## config.mk

```make
export PLATFORM = sky130hd
export DESIGN_NAME = gregorian_to_jalali_bcd_unit
export DESIGN_NICKNAME = d
export VERILOG_FILES = /design/src/sv/g2j_pkg.sv /design/src/sv/g2j_front.sv /design/src/sv/g2j_fifo.sv /design/src/sv/g2j_back.sv /design/src/sv/gregorian_to_jalali_bcd_unit.sv
export SDC_FILE = /design/constraint.sdc
export NUM_CORES = 1
export LEC_CHECK = 0
export BUFFER_PORTS_ARGS = -buffer_cell sky130_fd_sc_hd__buf_2
export CORE_AREA = 2 2 168 170
export CTS_CLUSTER_SIZE = 24
export DETAILED_ROUTE_END_ITERATION = 16
export DIE_AREA = 0 0 170 172
export GPL_TIMING_DRIVEN = 0
export PLACE_DENSITY = 0.74
export SKIP_LAST_GASP = 1
export SLEW_MARGIN = 20
export SYNTH_ARGS = -nofsm -noshare
export SYNTH_HDL_FRONTEND = slang
export SYNTH_SLANG_ARGS = --single-unit
```

## constraint.sdc

```tcl
create_clock -name i_clk -period 6.39 [get_ports i_clk]
set_input_delay 1.278 -clock i_clk [delete_from_list [all_inputs] [get_ports i_clk]]
set_output_delay 1.278 -clock i_clk [all_outputs]
set_load 0.03 [all_outputs]
```

## src/sv/g2j_pkg.sv

```systemverilog
// Package for the Gregorian to Jalali BCD date converter.
// Holds the transaction structs, calendar constants and small table functions.
// No dependencies.
package g2j_pkg;

    // Input transaction: Gregorian date inside the 2000s, packed BCD.
    typedef struct packed {
        logic [7:0] year_bcd;
        logic [7:0] month_bcd;
        logic [7:0] day_bcd;
    } t_in_item;

    // Output transaction: Jalali date, packed BCD, plus the reject flag.
    typedef struct packed {
        logic [7:0] jyear_century_bcd;
        logic [7:0] jyear_low_bcd;
        logic [7:0] jmonth_bcd;
        logic [7:0] jday_bcd;
        logic       bad_input;
    } t_out_item;

    // Classified date handed from the front end to the back end.
    typedef struct packed {
        logic [6:0] year_val;
        logic [3:0] month_val;
        logic [4:0] day_val;
        logic       leap;
        logic       bad;
    } t_class;

    localparam int unsigned CYCLE33_DAYS = 12053;
    localparam int unsigned GROUP4_DAYS  = 1461;
    localparam int unsigned YEAR_DAYS    = 365;
    localparam int unsigned JALALI_OFFSET = 79;
    localparam int unsigned JALALI_BASE_YEAR = 979;
    // Days from 1600-01-01 to 2000-01-01.
    localparam int unsigned DAYS_TO_2000 = 146097;
    // The day count always holds at least twelve full 33-year cycles, so they
    // are removed up front; the extra minus one folds in the day-of-month base.
    localparam int unsigned BASE_CYCLES = 12;
    localparam int unsigned DAY_BIAS =
        DAYS_TO_2000 - JALALI_OFFSET - BASE_CYCLES * CYCLE33_DAYS - 1;
    // Jalali year minus 1300 before the cycle, group and year terms are added.
    localparam int unsigned JY_BIAS = JALALI_BASE_YEAR + 33 * BASE_CYCLES - 1300;

    // Length of a Gregorian month, month given 1 to 12.
    function automatic logic [4:0] greg_len(input logic [3:0] m, input logic leap);
        logic [4:0] len;
        unique case (m)
            4'd1, 4'd3, 4'd5, 4'd7, 4'd8, 4'd10, 4'd12: len = 5'd31;
            4'd4, 4'd6, 4'd9, 4'd11:                   len = 5'd30;
            4'd2:                                       len = leap ? 5'd29 : 5'd28;
            default:                                    len = 5'd0;
        endcase
        return len;
    endfunction

    // Days in a common Gregorian year before the first of month m.
    function automatic logic [8:0] greg_cum(input logic [3:0] m);
        logic [8:0] c;
        unique case (m)
            4'd1:    c = 9'd0;
            4'd2:    c = 9'd31;
            4'd3:    c = 9'd59;
            4'd4:    c = 9'd90;
            4'd5:    c = 9'd120;
            4'd6:    c = 9'd151;
            4'd7:    c = 9'd181;
            4'd8:    c = 9'd212;
            4'd9:    c = 9'd243;
            4'd10:   c = 9'd273;
            4'd11:   c = 9'd304;
            4'd12:   c = 9'd334;
            default: c = 9'd0;
        endcase
        return c;
    endfunction

    // Day of the Jalali year on which month index i (0 to 11) begins.
    function automatic logic [8:0] jal_cum(input logic [3:0] i);
        logic [8:0] c;
        unique case (i)
            4'd0:    c = 9'd0;
            4'd1:    c = 9'd31;
            4'd2:    c = 9'd62;
            4'd3:    c = 9'd93;
            4'd4:    c = 9'd124;
            4'd5:    c = 9'd155;
            4'd6:    c = 9'd186;
            4'd7:    c = 9'd216;
            4'd8:    c = 9'd246;
            4'd9:    c = 9'd276;
            4'd10:   c = 9'd306;
            4'd11:   c = 9'd336;
            default: c = 9'd0;
        endcase
        return c;
    endfunction

    // Two packed BCD digits of a value below 100; v*205>>11 equals v/10 here.
    function automatic logic [7:0] to_bcd(input logic [6:0] v);
        logic [14:0] prod;
        logic [3:0]  tens;
        logic [6:0]  ones;
        prod = 15'(v) * 15'd205;
        tens = prod[14:11];
        ones = v - 7'(tens) * 7'd10;
        return {tens, ones[3:0]};
    endfunction

endpackage

```

## src/sv/g2j_front.sv

```systemverilog
// Front end of the Gregorian to Jalali converter: accepts a BCD date, checks
// digits, month and day, and registers the binary classified form.
// Depends on g2j_pkg.
module g2j_front import g2j_pkg::*; (
    input  logic     i_clk,
    input  logic     i_rst_n,
    input  logic     i_in_valid,
    output logic     o_in_ready,
    input  t_in_item i_in_item,
    output logic     o_valid,
    input  logic     i_ready,
    output t_class   o_item
);

    logic   r_valid;
    t_class r_item;
    t_class n_item;

    logic [6:0] yv, mv, dv;
    logic       digits_ok, mon_ok, day_ok, leap;
    logic [4:0] mlen;

    always_comb begin
        digits_ok = (i_in_item.year_bcd[7:4] <= 4'd9) && (i_in_item.year_bcd[3:0] <= 4'd9)
                 && (i_in_item.month_bcd[7:4] <= 4'd9) && (i_in_item.month_bcd[3:0] <= 4'd9)
                 && (i_in_item.day_bcd[7:4] <= 4'd9) && (i_in_item.day_bcd[3:0] <= 4'd9);
        yv = 7'(i_in_item.year_bcd[7:4]) * 7'd10 + 7'(i_in_item.year_bcd[3:0]);
        mv = 7'(i_in_item.month_bcd[7:4]) * 7'd10 + 7'(i_in_item.month_bcd[3:0]);
        dv = 7'(i_in_item.day_bcd[7:4]) * 7'd10 + 7'(i_in_item.day_bcd[3:0]);
        // Within 2000 to 2099 the century rules cancel; 2000 itself is leap.
        leap   = (yv[1:0] == 2'd0);
        mon_ok = (mv >= 7'd1) && (mv <= 7'd12);
        mlen   = greg_len(mv[3:0], leap);
        day_ok = (dv >= 7'd1) && (dv <= 7'(mlen));

        n_item.bad = !(digits_ok && mon_ok && day_ok);
        if (n_item.bad) begin
            n_item.year_val  = '0;
            n_item.month_val = '0;
            n_item.day_val   = '0;
            n_item.leap      = 1'b0;
        end else begin
            n_item.year_val  = yv;
            n_item.month_val = mv[3:0];
            n_item.day_val   = dv[4:0];
            n_item.leap      = leap;
        end
    end

    assign o_in_ready = !r_valid || i_ready;

    always_ff @(posedge i_clk) begin
        if (!i_rst_n) begin
            r_valid <= 1'b0;
        end else if (o_in_ready) begin
            r_valid <= i_in_valid;
        end
    end

    always_ff @(posedge i_clk) begin
        if (o_in_ready && i_in_valid) begin
            r_item <= n_item;
        end
    end

    assign o_valid = r_valid;
    assign o_item  = r_item;

endmodule

```

## src/sv/g2j_fifo.sv

```systemverilog
// Short queue of classified dates between the front and back ends.
// Depends on g2j_pkg.
module g2j_fifo import g2j_pkg::*; #(
    parameter int DEPTH = 2
) (
    input  logic   i_clk,
    input  logic   i_rst_n,
    input  logic   i_wr_valid,
    output logic   o_wr_ready,
    input  t_class i_wr_item,
    output logic   o_rd_valid,
    input  logic   i_rd_ready,
    output t_class o_rd_item
);

    localparam int PTR_W = $clog2(DEPTH);
    localparam int CNT_W = $clog2(DEPTH + 1);

    t_class             r_mem [DEPTH];
    logic [PTR_W-1:0]   r_wptr, r_rptr;
    logic [CNT_W-1:0]   r_count;
    logic               wr, rd;

    assign o_wr_ready = (r_count != CNT_W'(DEPTH));
    assign o_rd_valid = (r_count != '0);
    assign wr         = i_wr_valid && o_wr_ready;
    assign rd         = o_rd_valid && i_rd_ready;
    assign o_rd_item  = r_mem[r_rptr];

    always_ff @(posedge i_clk) begin
        if (!i_rst_n) begin
            r_wptr  <= '0;
            r_rptr  <= '0;
            r_count <= '0;
        end else begin
            if (wr) begin
                r_wptr <= (r_wptr == PTR_W'(DEPTH - 1)) ? '0 : r_wptr + 1'b1;
            end
            if (rd) begin
                r_rptr <= (r_rptr == PTR_W'(DEPTH - 1)) ? '0 : r_rptr + 1'b1;
            end
            if (wr && !rd) begin
                r_count <= r_count + 1'b1;
            end else if (rd && !wr) begin
                r_count <= r_count - 1'b1;
            end
        end
    end

    always_ff @(posedge i_clk) begin
        if (wr) begin
            r_mem[r_wptr] <= i_wr_item;
        end
    end

endmodule

```

## src/sv/g2j_back.sv

```systemverilog
// Back end of the Gregorian to Jalali converter: a five-stage pipeline that
// counts days, splits them into cycles, groups, years and months, and packs BCD.
// Depends on g2j_pkg.
module g2j_back import g2j_pkg::*; (
    input  logic      i_clk,
    input  logic      i_rst_n,
    input  logic      i_valid,
    output logic      o_ready,
    input  t_class    i_item,
    output logic      o_out_valid,
    input  logic      i_out_ready,
    output t_out_item o_out_item
);

    localparam int STAGES = 5;

    logic [STAGES-1:0] r_vld;
    logic [STAGES-1:0] rdy;

    // Stage payloads.
    logic [15:0] r1_days;
    logic        r1_bad;
    logic [1:0]  r2_q33;
    logic [13:0] r2_rem;
    logic        r2_bad;
    logic [1:0]  r3_q33;
    logic [3:0]  r3_q4;
    logic [10:0] r3_rem;
    logic        r3_bad;
    logic [7:0]  r4_yoff;
    logic [8:0]  r4_doy;
    logic        r4_bad;
    t_out_item   r5_out;

    logic [15:0] n1_days;
    logic [1:0]  n2_q33;
    logic [13:0] n2_rem;
    logic [3:0]  n3_q4;
    logic [13:0] g4_base;
    logic [10:0] n3_rem;
    logic [10:0] yr_t;
    logic [1:0]  yadd;
    logic [8:0]  n4_doy;
    logic [7:0]  n4_yoff;
    logic [3:0]  mon_idx;
    logic [8:0]  mon_base;
    logic [7:0]  low_val;
    logic [7:0]  century;
    t_out_item   n5_out;

    // A stage takes new data when it is empty or its successor moves.
    always_comb begin
        rdy[STAGES-1] = !r_vld[STAGES-1] || i_out_ready;
        for (int k = STAGES - 2; k >= 0; k--) begin
            rdy[k] = !r_vld[k] || rdy[k+1];
        end
    end

    assign o_ready = rdy[0];

    always_ff @(posedge i_clk) begin
        if (!i_rst_n) begin
            r_vld <= '0;
        end else begin
            if (rdy[0]) begin
                r_vld[0] <= i_valid;
            end
            for (int k = 1; k < STAGES; k++) begin
                if (rdy[k]) begin
                    r_vld[k] <= r_vld[k-1];
                end
            end
        end
    end

    // Stage 1: days since the Jalali epoch, less twelve 33-year cycles.
    always_comb begin
        n1_days = 16'(DAY_BIAS)
                + 16'(i_item.year_val) * 16'(YEAR_DAYS)
                + 16'((8'(i_item.year_val) + 8'd3) >> 2)
                + 16'(greg_cum(i_item.month_val))
                + 16'(i_item.leap && (i_item.month_val > 4'd2))
                + 16'(i_item.day_val);
    end

    // Stage 2: remaining 33-year cycles, at most three.
    always_comb begin
        priority if (r1_days >= 16'(3 * CYCLE33_DAYS)) begin
            n2_q33 = 2'd3;
            n2_rem = 14'(r1_days - 16'(3 * CYCLE33_DAYS));
        end else if (r1_days >= 16'(2 * CYCLE33_DAYS)) begin
            n2_q33 = 2'd2;
            n2_rem = 14'(r1_days - 16'(2 * CYCLE33_DAYS));
        end else if (r1_days >= 16'(CYCLE33_DAYS)) begin
            n2_q33 = 2'd1;
            n2_rem = 14'(r1_days - 16'(CYCLE33_DAYS));
        end else begin
            n2_q33 = 2'd0;
            n2_rem = r1_days[13:0];
        end
    end

    // Stage 3: 4-year groups inside the cycle, found by parallel compares.
    always_comb begin
        n3_q4   = 4'd0;
        g4_base = 14'd0;
        for (int k = 1; k <= 8; k++) begin
            if (r2_rem >= 14'(k * GROUP4_DAYS)) begin
                n3_q4   = 4'(k);
                g4_base = 14'(k * GROUP4_DAYS);
            end
        end
        n3_rem = 11'(r2_rem - g4_base);
    end

    // Stage 4: year inside the group (the first year has 366 days) and the
    // Jalali year offset from 1300.
    always_comb begin
        yr_t = r3_rem - 11'd1;
        if (r3_rem >= 11'd366) begin
            priority if (yr_t >= 11'(3 * YEAR_DAYS)) begin
                yadd   = 2'd3;
                n4_doy = 9'(yr_t - 11'(3 * YEAR_DAYS));
            end else if (yr_t >= 11'(2 * YEAR_DAYS)) begin
                yadd   = 2'd2;
                n4_doy = 9'(yr_t - 11'(2 * YEAR_DAYS));
            end else begin
                yadd   = 2'd1;
                n4_doy = 9'(yr_t - 11'(YEAR_DAYS));
            end
        end else begin
            yadd   = 2'd0;
            n4_doy = r3_rem[8:0];
        end
        n4_yoff = 8'(JY_BIAS) + 8'(r3_q33) * 8'd33 + {2'b00, r3_q4, 2'b00} + 8'(yadd);
    end

    // Stage 5: month search, century split and BCD packing.
    always_comb begin
        mon_idx  = 4'd0;
        mon_base = 9'd0;
        for (int i = 1; i < 12; i++) begin
            if (r4_doy >= jal_cum(4'(i))) begin
                mon_idx  = 4'(i);
                mon_base = jal_cum(4'(i));
            end
        end
        priority if (r4_yoff >= 8'd200) begin
            century = 8'd15;
            low_val = r4_yoff - 8'd200;
        end else if (r4_yoff >= 8'd100) begin
            century = 8'd14;
            low_val = r4_yoff - 8'd100;
        end else begin
            century = 8'd13;
            low_val = r4_yoff;
        end
        if (r4_bad) begin
            n5_out           = '0;
            n5_out.bad_input = 1'b1;
        end else begin
            n5_out.jyear_century_bcd = to_bcd(century[6:0]);
            n5_out.jyear_low_bcd     = to_bcd(low_val[6:0]);
            n5_out.jmonth_bcd        = to_bcd(7'(mon_idx) + 7'd1);
            n5_out.jday_bcd          = to_bcd(7'(r4_doy - mon_base) + 7'd1);
            n5_out.bad_input         = 1'b0;
        end
    end

    always_ff @(posedge i_clk) begin
        if (rdy[0] && i_valid) begin
            r1_days <= n1_days;
            r1_bad  <= i_item.bad;
        end
        if (rdy[1] && r_vld[0]) begin
            r2_q33 <= n2_q33;
            r2_rem <= n2_rem;
            r2_bad <= r1_bad;
        end
        if (rdy[2] && r_vld[1]) begin
            r3_q33 <= r2_q33;
            r3_q4  <= n3_q4;
            r3_rem <= n3_rem;
            r3_bad <= r2_bad;
        end
        if (rdy[3] && r_vld[2]) begin
            r4_yoff <= n4_yoff;
            r4_doy  <= n4_doy;
            r4_bad  <= r3_bad;
        end
        if (rdy[4] && r_vld[3]) begin
            r5_out <= n5_out;
        end
    end

    assign o_out_valid = r_vld[STAGES-1];
    assign o_out_item  = r5_out;

endmodule

```

## src/sv/gregorian_to_jalali_bcd_unit.sv

```systemverilog
// Top level of the Gregorian to Jalali BCD date converter: front end, queue,
// back-end pipeline. Depends on g2j_pkg, g2j_front, g2j_fifo and g2j_back.
//
//  Channel  Valid         Ready         Payload      Direction
//  input    i_in_valid    o_in_ready    i_in_item    Gregorian date in
//  output   o_out_valid   i_out_ready   o_out_item   Jalali date out
//
// One transaction per clock is sustained while the output is not stalled;
// the back end is a five-stage pipeline, entered through the front register
// and the queue.
// i_rst_n is synchronous and active low; it empties every stage and the queue.
// A stall on the output fills the back end, then the queue, then the front.
module gregorian_to_jalali_bcd_unit import g2j_pkg::*; #(
    parameter int QUEUE_DEPTH = 2
) (
    input  logic      i_clk,
    input  logic      i_rst_n,
    input  logic      i_in_valid,
    output logic      o_in_ready,
    input  t_in_item  i_in_item,
    output logic      o_out_valid,
    input  logic      i_out_ready,
    output t_out_item o_out_item
);

    logic   front_valid, front_ready;
    t_class front_item;
    logic   queue_valid, queue_ready;
    t_class queue_item;

    g2j_front u_front (
        .i_clk      (i_clk),
        .i_rst_n    (i_rst_n),
        .i_in_valid (i_in_valid),
        .o_in_ready (o_in_ready),
        .i_in_item  (i_in_item),
        .o_valid    (front_valid),
        .i_ready    (front_ready),
        .o_item     (front_item)
    );

    g2j_fifo #(
        .DEPTH (QUEUE_DEPTH)
    ) u_fifo (
        .i_clk      (i_clk),
        .i_rst_n    (i_rst_n),
        .i_wr_valid (front_valid),
        .o_wr_ready (front_ready),
        .i_wr_item  (front_item),
        .o_rd_valid (queue_valid),
        .i_rd_ready (queue_ready),
        .o_rd_item  (queue_item)
    );

    g2j_back u_back (
        .i_clk       (i_clk),
        .i_rst_n     (i_rst_n),
        .i_valid     (queue_valid),
        .o_ready     (queue_ready),
        .i_item      (queue_item),
        .o_out_valid (o_out_valid),
        .i_out_ready (i_out_ready),
        .o_out_item  (o_out_item)
    );

endmodule

```

==> results of run 1 <==
per-stage QoR:
stage / hold WS, ns / utilization
after floorplan: 0.4003 / -
after global placement: 0.4238 / 0.5693
after detailed placement: 0.4072 / 0.5720
after CTS: 0.4226 / 0.6154
after global routing: 0.4432 / 0.6325
final: 0.4250 / 0.6325
cell usage in the layout (no fill, tap or decap), types with 10 or more instances in the layout:
cell       synthesis  layout
nor3_1            21      20
nor2_1           111     107
nand3_1           23      22
xnor2_1           66      57
xor2_1            42      39
a21oi_1           82      66
ha_1             230     217
nor2b_1           23      19
a21o_1            17      17
fa_1              68      65
o211ai_1          12      12
inv_2              0      12
buf_2              4      60
ha_4               0      12
nand2_1           79      77
o21a_1            19      19
a21oi_2            0      12
o21ai_0           67      59
dfxtp_1           11      10
and2_1            20      19
edfxtp_1         151     151
clkbuf_16          0      17
nand4_1           12      12
nand2b_1          13      13
mux2_2            11      11
buf_4              7      75
inv_1            190     178
clkbuf_1          28      21
cell type report:
cell class	instances	share of cell area
buffer	42	0.01584
clock buffer	17	0.02448
clock inverter	15	0.01087
inverter	191	0.04125
multi-input combinational	1091	0.5605
sequential	162	0.2736
tap	346	0.02491
timing repair buffer	128	0.04852
kinds of logic (layout without fill, tap and decap cells):
family | count (synthesis) | count (layout) | share of synthesized area
fa+ha+maj | 298 | 298 | 0.2861
mux | 27 | 27 | 0.01917
compound gates | 297 | 297 | 0.1312
other cells | 1 | 9 | 0.0002531
flops | 162 | 162 | 0.3209
buf+inv | 234 | 393 | 0.06241
simple gates | 352 | 352 | 0.1161
xor+xnor | 108 | 108 | 0.06385
Yosys cell counts (7+ instances only):
| library cell | n | area share |
|---|---|---|
| nand2_1 | 79 | 0.020 |
| ha_1 | 230 | 0.19 |
| xnor2_1 | 66 | 0.039 |
| a21oi_1 | 82 | 0.028 |
| xor2_1 | 42 | 0.025 |
| clkbuf_1 | 28 | 0.0071 |
| dfxtp_1 | 11 | 0.015 |
| fa_1 | 68 | 0.092 |
| mux2_2 | 11 | 0.0084 |
| and2_1 | 20 | 0.0084 |
| a21o_1 | 17 | 0.0086 |
| o211ai_1 | 12 | 0.0061 |
| nand3_1 | 23 | 0.0078 |
| nor2b_1 | 23 | 0.0097 |
| nand4_1 | 12 | 0.0051 |
| a31oi_1 | 7 | 0.0030 |
| buf_4 | 7 | 0.0035 |
| nor3_1 | 21 | 0.0071 |
| o22ai_1 | 7 | 0.0030 |
| o21bai_1 | 8 | 0.0041 |
| o21a_1 | 19 | 0.0096 |
| nor2_1 | 111 | 0.028 |
| o21ai_0 | 67 | 0.023 |
| a21boi_0 | 12 | 0.0061 |
| edfxtp_1 | 151 | 0.31 |
| inv_1 | 190 | 0.048 |
| nand2b_1 | 13 | 0.0055 |
| mux2i_1 | 16 | 0.011 |
flip-flops by register name, indices dropped and copies added, names as in the netlist, 2 cells and up, named ones only:
name and flops:
u_back.o_out_item 27, u_back.r1_days 16, u_back.r2_q33 2, u_back.r2_rem 14
u_back.r3_q33 2, u_back.r3_q4 4, u_back.r3_rem 11, u_back.r4_doy 9
u_back.r4_yoff 8, u_back.r_vld 5, u_fifo.r_count 2, u_fifo.r_mem 36
u_front.o_item 18
worst max path at each step:
stage	endpoint	slack, ns	startpoint
global placement	u_back.o_out_item[4]$_SDFFCE_PP0P_	-0.78	u_back.r4_doy[5]$_DFFE_PP_
global route	u_back.o_out_item[4]$_SDFFCE_PP0P_	-0.96	u_back.r4_doy[0]$_DFFE_PP_
detailed placement	u_back.r1_days[15]$_DFFE_PP_	-0.90	flop
floorplan	u_back.o_out_item[4]$_SDFFCE_PP0P_	-0.20	u_back.r4_doy[3]$_DFFE_PP_
CTS	u_back.o_out_item[4]$_SDFFCE_PP0P_	-0.45	u_back.r4_doy[3]$_DFFE_PP_
finish	u_back.o_out_item[4]$_SDFFCE_PP0P_	-0.76	u_back.r4_doy[3]$_DFFE_PP_
worst max-delay path: cells and delay by family, from the launching register on:
kind	cells	cell delay [ns]
XOR/XNOR	6	1.06
flip-flops	1	0.51
buffers and inverters	5	0.37
AO/OA/AOI/OAI	10	1.79
adder cells (fa/ha/maj)	9	2.85
AND/OR/NAND/NOR	3	0.31
per-layer routing:
metal  up-vias  GRT usage
met2       351     0.4041
met1      5445     0.2559
met3        82    0.03113
met4         0    0.06875
li1       5489          -
met5         -          0
repair_timing:
item,CTS,global route
setup endpoints to repair,17,14
cloned,0,0
pin swaps,36,38
hold buffers,0,0
setup buffers,43,25
gates resized for setup,55,58
==> key figures, run 1 <==
Status
  • Status: complete, but fails checks
  • Failing checks: setup timing

Die
  • Die Ht: 172 µm
  • Ports: 63
  • Die X: 170 µm
  • Die area: 29,240 µm²
  • CORE AREA: 27,480 µm²
  • Initial Utilization: 0.5392
  • Site Rows: 61

Routing
  • Met3 wire len: 1259 µm
  • Avg WL per Cell: 16.25 µm
  • Antenna-violating nets left: 0
  • Max layer used: met4
  • Routed vias/inst: 5.706
  • Drt pass-1 iters: 5
  • Vias: 11,367
  • M1 WL: 13,350 µm
  • WL met2: 16,930 µm
  • WL final: 32,380 µm
  • Initial drt markers: 830
  • Detailed-route DRC error count: 0

Critical path
  • Worst EP required: 6.56 ns
  • Reg2Reg Depth: 33
  • Worst path max stage delay: 0.53 ns
  • RR Startpoint: u_back.r4_doy[3]$_DFFE_PP_
  • Worst r2r dst: u_back.o_out_item[4]$_SDFFCE_PP0P_
  • Worst setup path category: reg2reg
  • Crit path top cell by count: xnor2_2
  • Critical-path maximum fanout: 6
  • Setup crit start kind: flop
  • CP max stage cell: fa_1
  • Nature of the critical path endpoint: flop
  • Worst EP arrival: 7.33 ns
  • FF-to-FF setup slack: -0.76 ns

Timing
  • Slew headroom: 0.3228
  • Worst setup margin: -0.7632 ns
  • RSZ-0062 raised after global routing: true
  • Fin. max-slew vios: 0
  • Total negative setup slack: -1.613 ns
  • Final Hold Violating Endpoints: 0
  • Final setup fails: 6
  • Max Freq: 139.8 MHz
  • Measured slew at the worst slew-check pin: 1.005 ns
  • Fin Clk Skew: 0.01418 ns
  • Period minus WS final: 7.153 ns
  • Period utilization: 1.119

Hold path
  • Worst Min Path Start: u_back.r1_bad$_DFFE_PP_
  • Hold/Removal Path Class: reg2reg
  • Hold path depth: 0
  • Hold Path End: u_back.r2_bad$_DFFE_PP_

Final layout
  • Register area: 4756 µm²
  • Cell Count, Final, Fillers Out: 1,992
  • Nets@finish: 1,959
  • Area occupied by multi-input gates: 9741 µm²
  • Area delta synth->final: 17.30%
  • Design area: 17,380 µm²
  • Antenna diodes: 0
  • Fraction of layout cells with a size suffix above 1: 0.1847
  • Fill count: 2,123

Placed design
  • Place WS: -0.8997 ns
  • Port bufs: 56
  • Gpl congestion: 0.9131
  • Placed cell area: 15,720 µm²
  • Dpl cells: 1,893
  • Final HPWL DP: 23,090 µm

Global route
  • Initial antenna violation count: 0
  • GRT Residual Overflow: 0
  • First-pass GRT wire length: 51,270 µm
  • GRT Total Usage: 0.2160
  • Maximum number of pins on one net before global-route repair: 28
  • Vias in the first global route: 11,245

Synth
  • Yosys cell types: 81
  • FF+latch count, synth: 162
  • Post-synth top flop: edfxtp_1
  • Mapped cell area: 14,820 µm²
  • Synth Area per Inst: 10.02 µm²
  • Async set or reset register ratio after synthesis: 0
  • Mapped Cells: 1,479
  • Synth Warn #: 0
  • Seq/Total Area, Yosys: 0.3209
  • Post-synth EDFFs: 151

Clocking
  • Sink Count: 162
  • CTS max path bufs: 2
  • Total CTS buffers: 17
  • Root Driver: clkbuf_16
  • Clock Pin Slew Worst Setup and Hold Paths: 0.08 ns
  • Clk_lat worst skew: 0.44 ns
  • CTS HTree Levels: 4
  • CTS tree: yes

Flow run
  • Max-Cap Viols: 0
Power of run 1 is not shown: default switching activity piles up to over one toggle a cycle in this logic, so the estimate is an artifact.
==> inputs of run 2 (changes only) <==
- SKIP_LAST_GASP: 1 -> default
==> run 2 against run 1 <==
  * The run still ends with setup timing left
  * Cell count unchanged
  * Count of clock-buffer cells in the layout unchanged
  * Routed wire length hardly changed
  * Maximum frequency grew 0.24%
  * Critical path type unchanged
  * Critical endpoint unchanged
==> key figures, run 2 (same netlist as run 1, synthesis figures left out) <==
Timing
  • Measured slew at the worst slew-check pin: 1.005 ns
  • Period utilization: 1.117
  • Slew headroom: 0.3224
  • Final hold slack: 0.4245 ns
  • Fin Clk Skew: 0.01386 ns
  • Final setup fails: 6
  • Final Hold Violating Endpoints: 0
  • Period minus WS final: 7.136 ns
  • Fin. max-slew vios: 0
  • Worst setup margin: -0.7457 ns
  • Max Freq: 140.1 MHz
  • RSZ-0062 raised after global routing: true

Die
  • Die Ht: 172 µm
  • Die X: 170 µm
  • Initial Utilization: 0.5392
  • Site Rows: 61
  • CORE AREA: 27,480 µm²
  • Die area: 29,240 µm²
  • Ports: 63

Final layout
  • Design area: 17,380 µm²
  • Max reg flops: 36
  • Nets@finish: 1,959
  • Area delta synth->final: 17.30%
  • Fill count: 2,123
  • Most frequent cells in the layout: ha_1 (217), inv_1 (177), edfxtp_1 (151)
  • Fraction of layout cells with a size suffix above 1: 0.1853
  • Top reg by flops: u_fifo.r_mem
  • Cell Count, Final, Fillers Out: 1,992
  • Antenna diodes: 0
  • Most common cell after layout, fill and taps aside: ha_1
  • Finished Core Util: 0.6325

Clocking
  • Clk_lat worst skew: 0.44 ns
  • Root Driver: clkbuf_16
  • CTS HTree Levels: 4
  • Clock Pin Slew Worst Setup and Hold Paths: 0.08 ns
  • CTS tree: yes
  • Sink Count: 162
  • CTS max path bufs: 2
  • Total CTS buffers: 17

Critical path
  • Worst path max stage delay: 0.53 ns
  • Family with the most delay on the worst path: adder cells
  • Setup crit start kind: flop
  • Crit path top cell by count: xnor2_2
  • RR Startpoint: u_back.r4_doy[3]$_DFFE_PP_
  • Worst setup path category: reg2reg
  • Worst EP arrival: 7.31 ns
  • Critical path buffer and inverter count: 5
  • Nature of the critical path endpoint: flop
  • CP max stage cell: fa_1
  • Worst r2r dst: u_back.o_out_item[4]$_SDFFCE_PP0P_
  • Worst EP required: 6.56 ns
  • Reg2Reg Depth: 33
  • Critical-path maximum fanout: 6
  • FF-to-FF setup slack: -0.75 ns

Global route
  • Vias in the first global route: 11,247
  • First-pass GRT wire length: 51,280 µm
  • GRT Total Usage: 0.2161
  • Maximum number of pins on one net before global-route repair: 28
  • Initial antenna violation count: 0
  • GRT Residual Overflow: 0

Routing
  • Avg WL per Cell: 16.24 µm
  • Antenna-violating nets left: 0
  • Detailed-route DRC error count: 0
  • Routed vias/inst: 5.692
  • Vias: 11,338
  • Drt pass-1 iters: 5
  • WL final: 32,350 µm
  • Initial drt markers: 773

Status
  • Status: complete, but fails checks
  • Failing checks: setup timing

Placed design
  • Dpl cells: 1,893
  • Gpl congestion: 0.9131
  • Port bufs: 56
  • Placed cell area: 15,720 µm²
  • Final HPWL DP: 23,090 µm

Hold path
  • Worst Min Path Start: u_back.r1_bad$_DFFE_PP_
  • Hold/Removal Path Class: reg2reg
  • Hold Path End: u_back.r2_bad$_DFFE_PP_
  • Hold path depth: 0

Flow run
  • Max-Cap Viols: 0
==> run 2: cell types whose count changed in the layout (fill, tap and decap cells not counted) <==
cell and change:
inv_2 +1, inv_1 -1
==> run 2: repair_timing <==
| action | in CTS | in global routing |
|---|---|---|
| pin swaps | 36 | 38 |
| gates resized for setup | 58 | 56 |
| buffers inserted | 43 | 25 |
| hold buffers | 0 | 0 |
| setup endpoints to repair | 17 | 14 |
==> run 2: layout make-up <==
cell class,instances,area [µm²],share of cell area
Buffer,42,275.3,0.01584
Clock buffer,17,425.4,0.02448
Clock inverter,15,188.9,0.01087
Inverter,191,716.9,0.04125
Multi-Input combinational cell,1091,9741,0.5605
Sequential cell,162,4756,0.2736
Tap cell,346,432.9,0.02491
Timing Repair Buffer,128,843.3,0.04852
==> run 2: worst max-delay path by stage <==
stage | endpoint | cells after the start | slack, ns | start
3_5_place_dp | u_back.r1_days[15]$_DFFE_PP_ | 25 | -0.90 | flop
6_report | u_back.o_out_item[4]$_SDFFCE_PP0P_ | 33 | -0.75 | u_back.r4_doy[3]$_DFFE_PP_
5_1_grt | u_back.o_out_item[4]$_SDFFCE_PP0P_ | 37 | -0.95 | u_back.r4_doy[0]$_DFFE_PP_
4_1_cts | u_back.o_out_item[4]$_SDFFCE_PP0P_ | 32 | -0.45 | u_back.r4_doy[3]$_DFFE_PP_
3_3_place_gp | u_back.o_out_item[4]$_SDFFCE_PP0P_ | 33 | -0.78 | u_back.r4_doy[5]$_DFFE_PP_
2_1_floorplan | u_back.o_out_item[4]$_SDFFCE_PP0P_ | 32 | -0.20 | u_back.r4_doy[3]$_DFFE_PP_
==> run 2: per-stage QoR <==
stage	setup slack (ns)	setup TNS [ns]
2_1_floorplan	-0.2042	-0.2042
3_3_place_gp	-0.7776	-4.064
3_5_place_dp	-0.8997	-5.658
4_1_cts	-0.4471	-0.8038
5_1_grt	-0.9472	-3.281
6_report	-0.7457	-1.603
==> run 2: layer usage <==
metal  up-vias  GRT usage  wire [µm]
li1       5483          -          -
met1      5440     0.2562      13260
met2       333     0.4039      16970
met3        82    0.03113       1282
met4         0    0.06875        842
met5         -          0          0
==> run 2: worst register-to-register path: cells and delay by family, from the launching register on <==
kind            cells  cell delay, ns
fa+ha+maj           9            2.86
flops               1            0.51
buf+inv             5            0.37
simple gates        3            0.31
compound gates     10            1.79
xor+xnor            6            1.03
Power of run 2 is left out for the same reason.
==> inputs of run 3 (changes only) <==
--- a/config.mk
+++ b/config.mk
@@ -8,8 +8,10 @@
 export BUFFER_PORTS_ARGS = -buffer_cell sky130_fd_sc_hd__buf_2
-export CORE_AREA = 2 2 168 170
+export CELL_PAD_IN_SITES_DETAIL_PLACEMENT = 1
+export CELL_PAD_IN_SITES_GLOBAL_PLACEMENT = 1
+export CORE_AREA = 2 2 183 185
 export CTS_CLUSTER_SIZE = 24
 export DETAILED_ROUTE_END_ITERATION = 16
-export DIE_AREA = 0 0 170 172
+export DIE_AREA = 0 0 185 187
 export GPL_TIMING_DRIVEN = 0
-export PLACE_DENSITY = 0.74
+export PLACE_DENSITY_LB_ADDON = 0.1
 export SLEW_MARGIN = 20
--- a/constraint.sdc
+++ b/constraint.sdc
@@ -3,2 +3,2 @@
 set_output_delay 1.278 -clock i_clk [all_outputs]
-set_load 0.03 [all_outputs]
+set_load 0.05 [all_outputs]
==> run 3 against run 2 <==
  * The flow still finishes with violations (setup timing)
  * Via count down 1.8%
  * Routed wire length up 11%
  * Die area up 18%
  * Worst setup slack better by 0.14 ns
  * Global-route usage down 0.33 points
  * Largest cell class unchanged
  * Count of clock-buffer cells in the layout unchanged
  * Maximum frequency up 2.0%
  * Highest routed layer unchanged
==> key figures, run 3 (same netlist as run 1, synthesis figures left out) <==
Final layout
  • Fraction of layout cells with a size suffix above 1: 0.1812
  • Finished Core Util: 0.5299
  • Top reg by flops: u_fifo.r_mem
  • Cell Count, Final, Fillers Out: 2,082
  • Nets@finish: 1,947
  • Fill count: 3,664
  • Most frequent cells in the layout: ha_1 (218), inv_1 (179), edfxtp_1 (151)
  • Area delta synth->final: 17.53%
  • Most common cell after layout, fill and taps aside: ha_1
  • Max reg flops: 36
  • Area occupied by multi-input gates: 9759 µm²
  • Antenna diodes: 0
  • Register area: 4758 µm²

Critical path
  • Crit path top cell by count: nor2_1
  • CP max stage cell: edfxtp_1
  • Nature of the critical path endpoint: flop
  • Critical path buffer and inverter count: 3
  • Family with the most delay on the worst path: adder cells
  • Worst EP required: 6.57 ns
  • Critical-path maximum fanout: 6
  • Setup crit start kind: flop
  • Worst EP arrival: 7.17 ns
  • Worst path max stage delay: 0.57 ns
  • Worst setup path category: reg2reg

Placed design
  • Dpl cells: 1,994
  • Port bufs: 56
  • Final HPWL DP: 27,700 µm
  • Gpl congestion: 0.8153

Routing
  • Drt pass-1 iters: 4
  • Antenna-violating nets left: 0
  • Vias: 11,135
  • Routed vias/inst: 5.348
  • Initial drt markers: 417
  • Avg WL per Cell: 17.30 µm
  • Detailed-route DRC error count: 0
  • WL final: 36,020 µm

Timing
  • Slew headroom: 0.3374
  • Period minus WS final: 6.994 ns
  • Max Freq: 143.0 MHz
  • Fin Clk Skew: 0.01227 ns
  • Final setup fails: 5
  • Worst setup margin: -0.6035 ns
  • Period utilization: 1.094
  • Final Hold Violating Endpoints: 0
  • Fin. max-slew vios: 0
  • Measured slew at the worst slew-check pin: 0.9940 ns
  • RSZ-0062 raised after global routing: true

Die
  • Die X: 185 µm
  • Die area: 34,600 µm²
  • Die Ht: 187 µm
  • Ports: 63
  • CORE AREA: 32,860 µm²
  • Site Rows: 67
  • Initial Utilization: 0.4508

Global route
  • GRT Total Usage: 0.2128
  • Vias in the first global route: 11,852
  • First-pass GRT wire length: 58,660 µm
  • GRT Residual Overflow: 0
  • Maximum number of pins on one net before global-route repair: 28
  • Initial antenna violation count: 0

Hold path
  • Hold/Removal Path Class: reg2reg

Clocking
  • Sink Count: 162
  • Root Driver: clkbuf_16
  • Clock Pin Slew Worst Setup and Hold Paths: 0.07 ns
  • CTS HTree Levels: 4
  • Clk_lat worst skew: 0.45 ns
  • Total CTS buffers: 17
  • CTS max path bufs: 2
  • CTS tree: yes

Status
  • Status: complete, but fails checks
  • Failing checks: setup timing

Flow run
  • Max-Cap Viols: 0
==> run 3: cell types whose count changed in the layout (fill, tap and decap cells not counted), moves of 3 or more <==
cell,before,now
xnor2_2,8,11
clkinvlp_4,0,3
inv_2,13,10
inv_8,2,7
ha_4,12,9
buf_4,75,64
clkinv_8,7,2
a21oi_2,12,15
==> run 3: area by class of cell <==
class	count	share of cell area
Sequential cell	162	0.2733
Multi-Input combinational cell	1091	0.5605
Clock buffer	17	0.02443
Buffer	42	0.01631
Timing Repair Buffer	116	0.04283
Clock inverter	15	0.009197
Tap cell	448	0.03219
Inverter	191	0.04132
==> run 3: routing by layer <==
layer | share of wire | up-vias | GRT usage
li1 | - | 5460 | -
met1 | 0.41 | 5518 | 0.2410
met2 | 0.55 | 113 | 0.4088
met3 | 0.018 | 44 | 0.02843
met4 | 0.020 | 0 | 0.06288
met5 | 0 | - | 0
==> run 3: path summary, 6_finish.rpt <==
kind	start	end	slack, ns	cells past startpoint
max	u_back.r4_doy[2]$_DFFE_PP_	u_back.o_out_item[4]$_SDFFCE_PP0P_	-0.60	32
max reg2reg	u_back.r4_doy[2]$_DFFE_PP_	u_back.o_out_item[4]$_SDFFCE_PP0P_	-0.60	32
min	u_back.r2_q33[0]$_SDFFCE_PN1P_	u_back.r3_q33[0]$_DFFE_PP_	0.41	0
min reg2reg	u_back.r2_q33[0]$_SDFFCE_PN1P_	u_back.r3_q33[0]$_DFFE_PP_	0.41	0
==> run 3: repair_timing <==
| item | in CTS | in global routing |
|---|---|---|
| hold buffers | 0 | 0 |
| cloned | 0 | 0 |
| pin swaps | 38 | 59 |
| setup endpoints to repair | 19 | 17 |
| buffers inserted | 26 | 31 |
| gates resized for setup | 75 | 46 |
==> run 3: metrics by stage <==
stage / hold WS, ns / TNS, ns / setup WS, ns / cell area, µm²
after floorplan: 0.4003 / -0.2042 / -0.2042 / 14930
after global placement: 0.4041 / -7.657 / -1.159 / 15770
after detailed placement: 0.4052 / -9.438 / -1.230 / 15840
after CTS: 0.4112 / -1.489 / -0.6461 / 16940
after global routing: 0.4327 / -4.299 / -0.9603 / 17410
final: 0.4135 / -1.445 / -0.6035 / 17410
Power of run 3 is left out for the same reason.
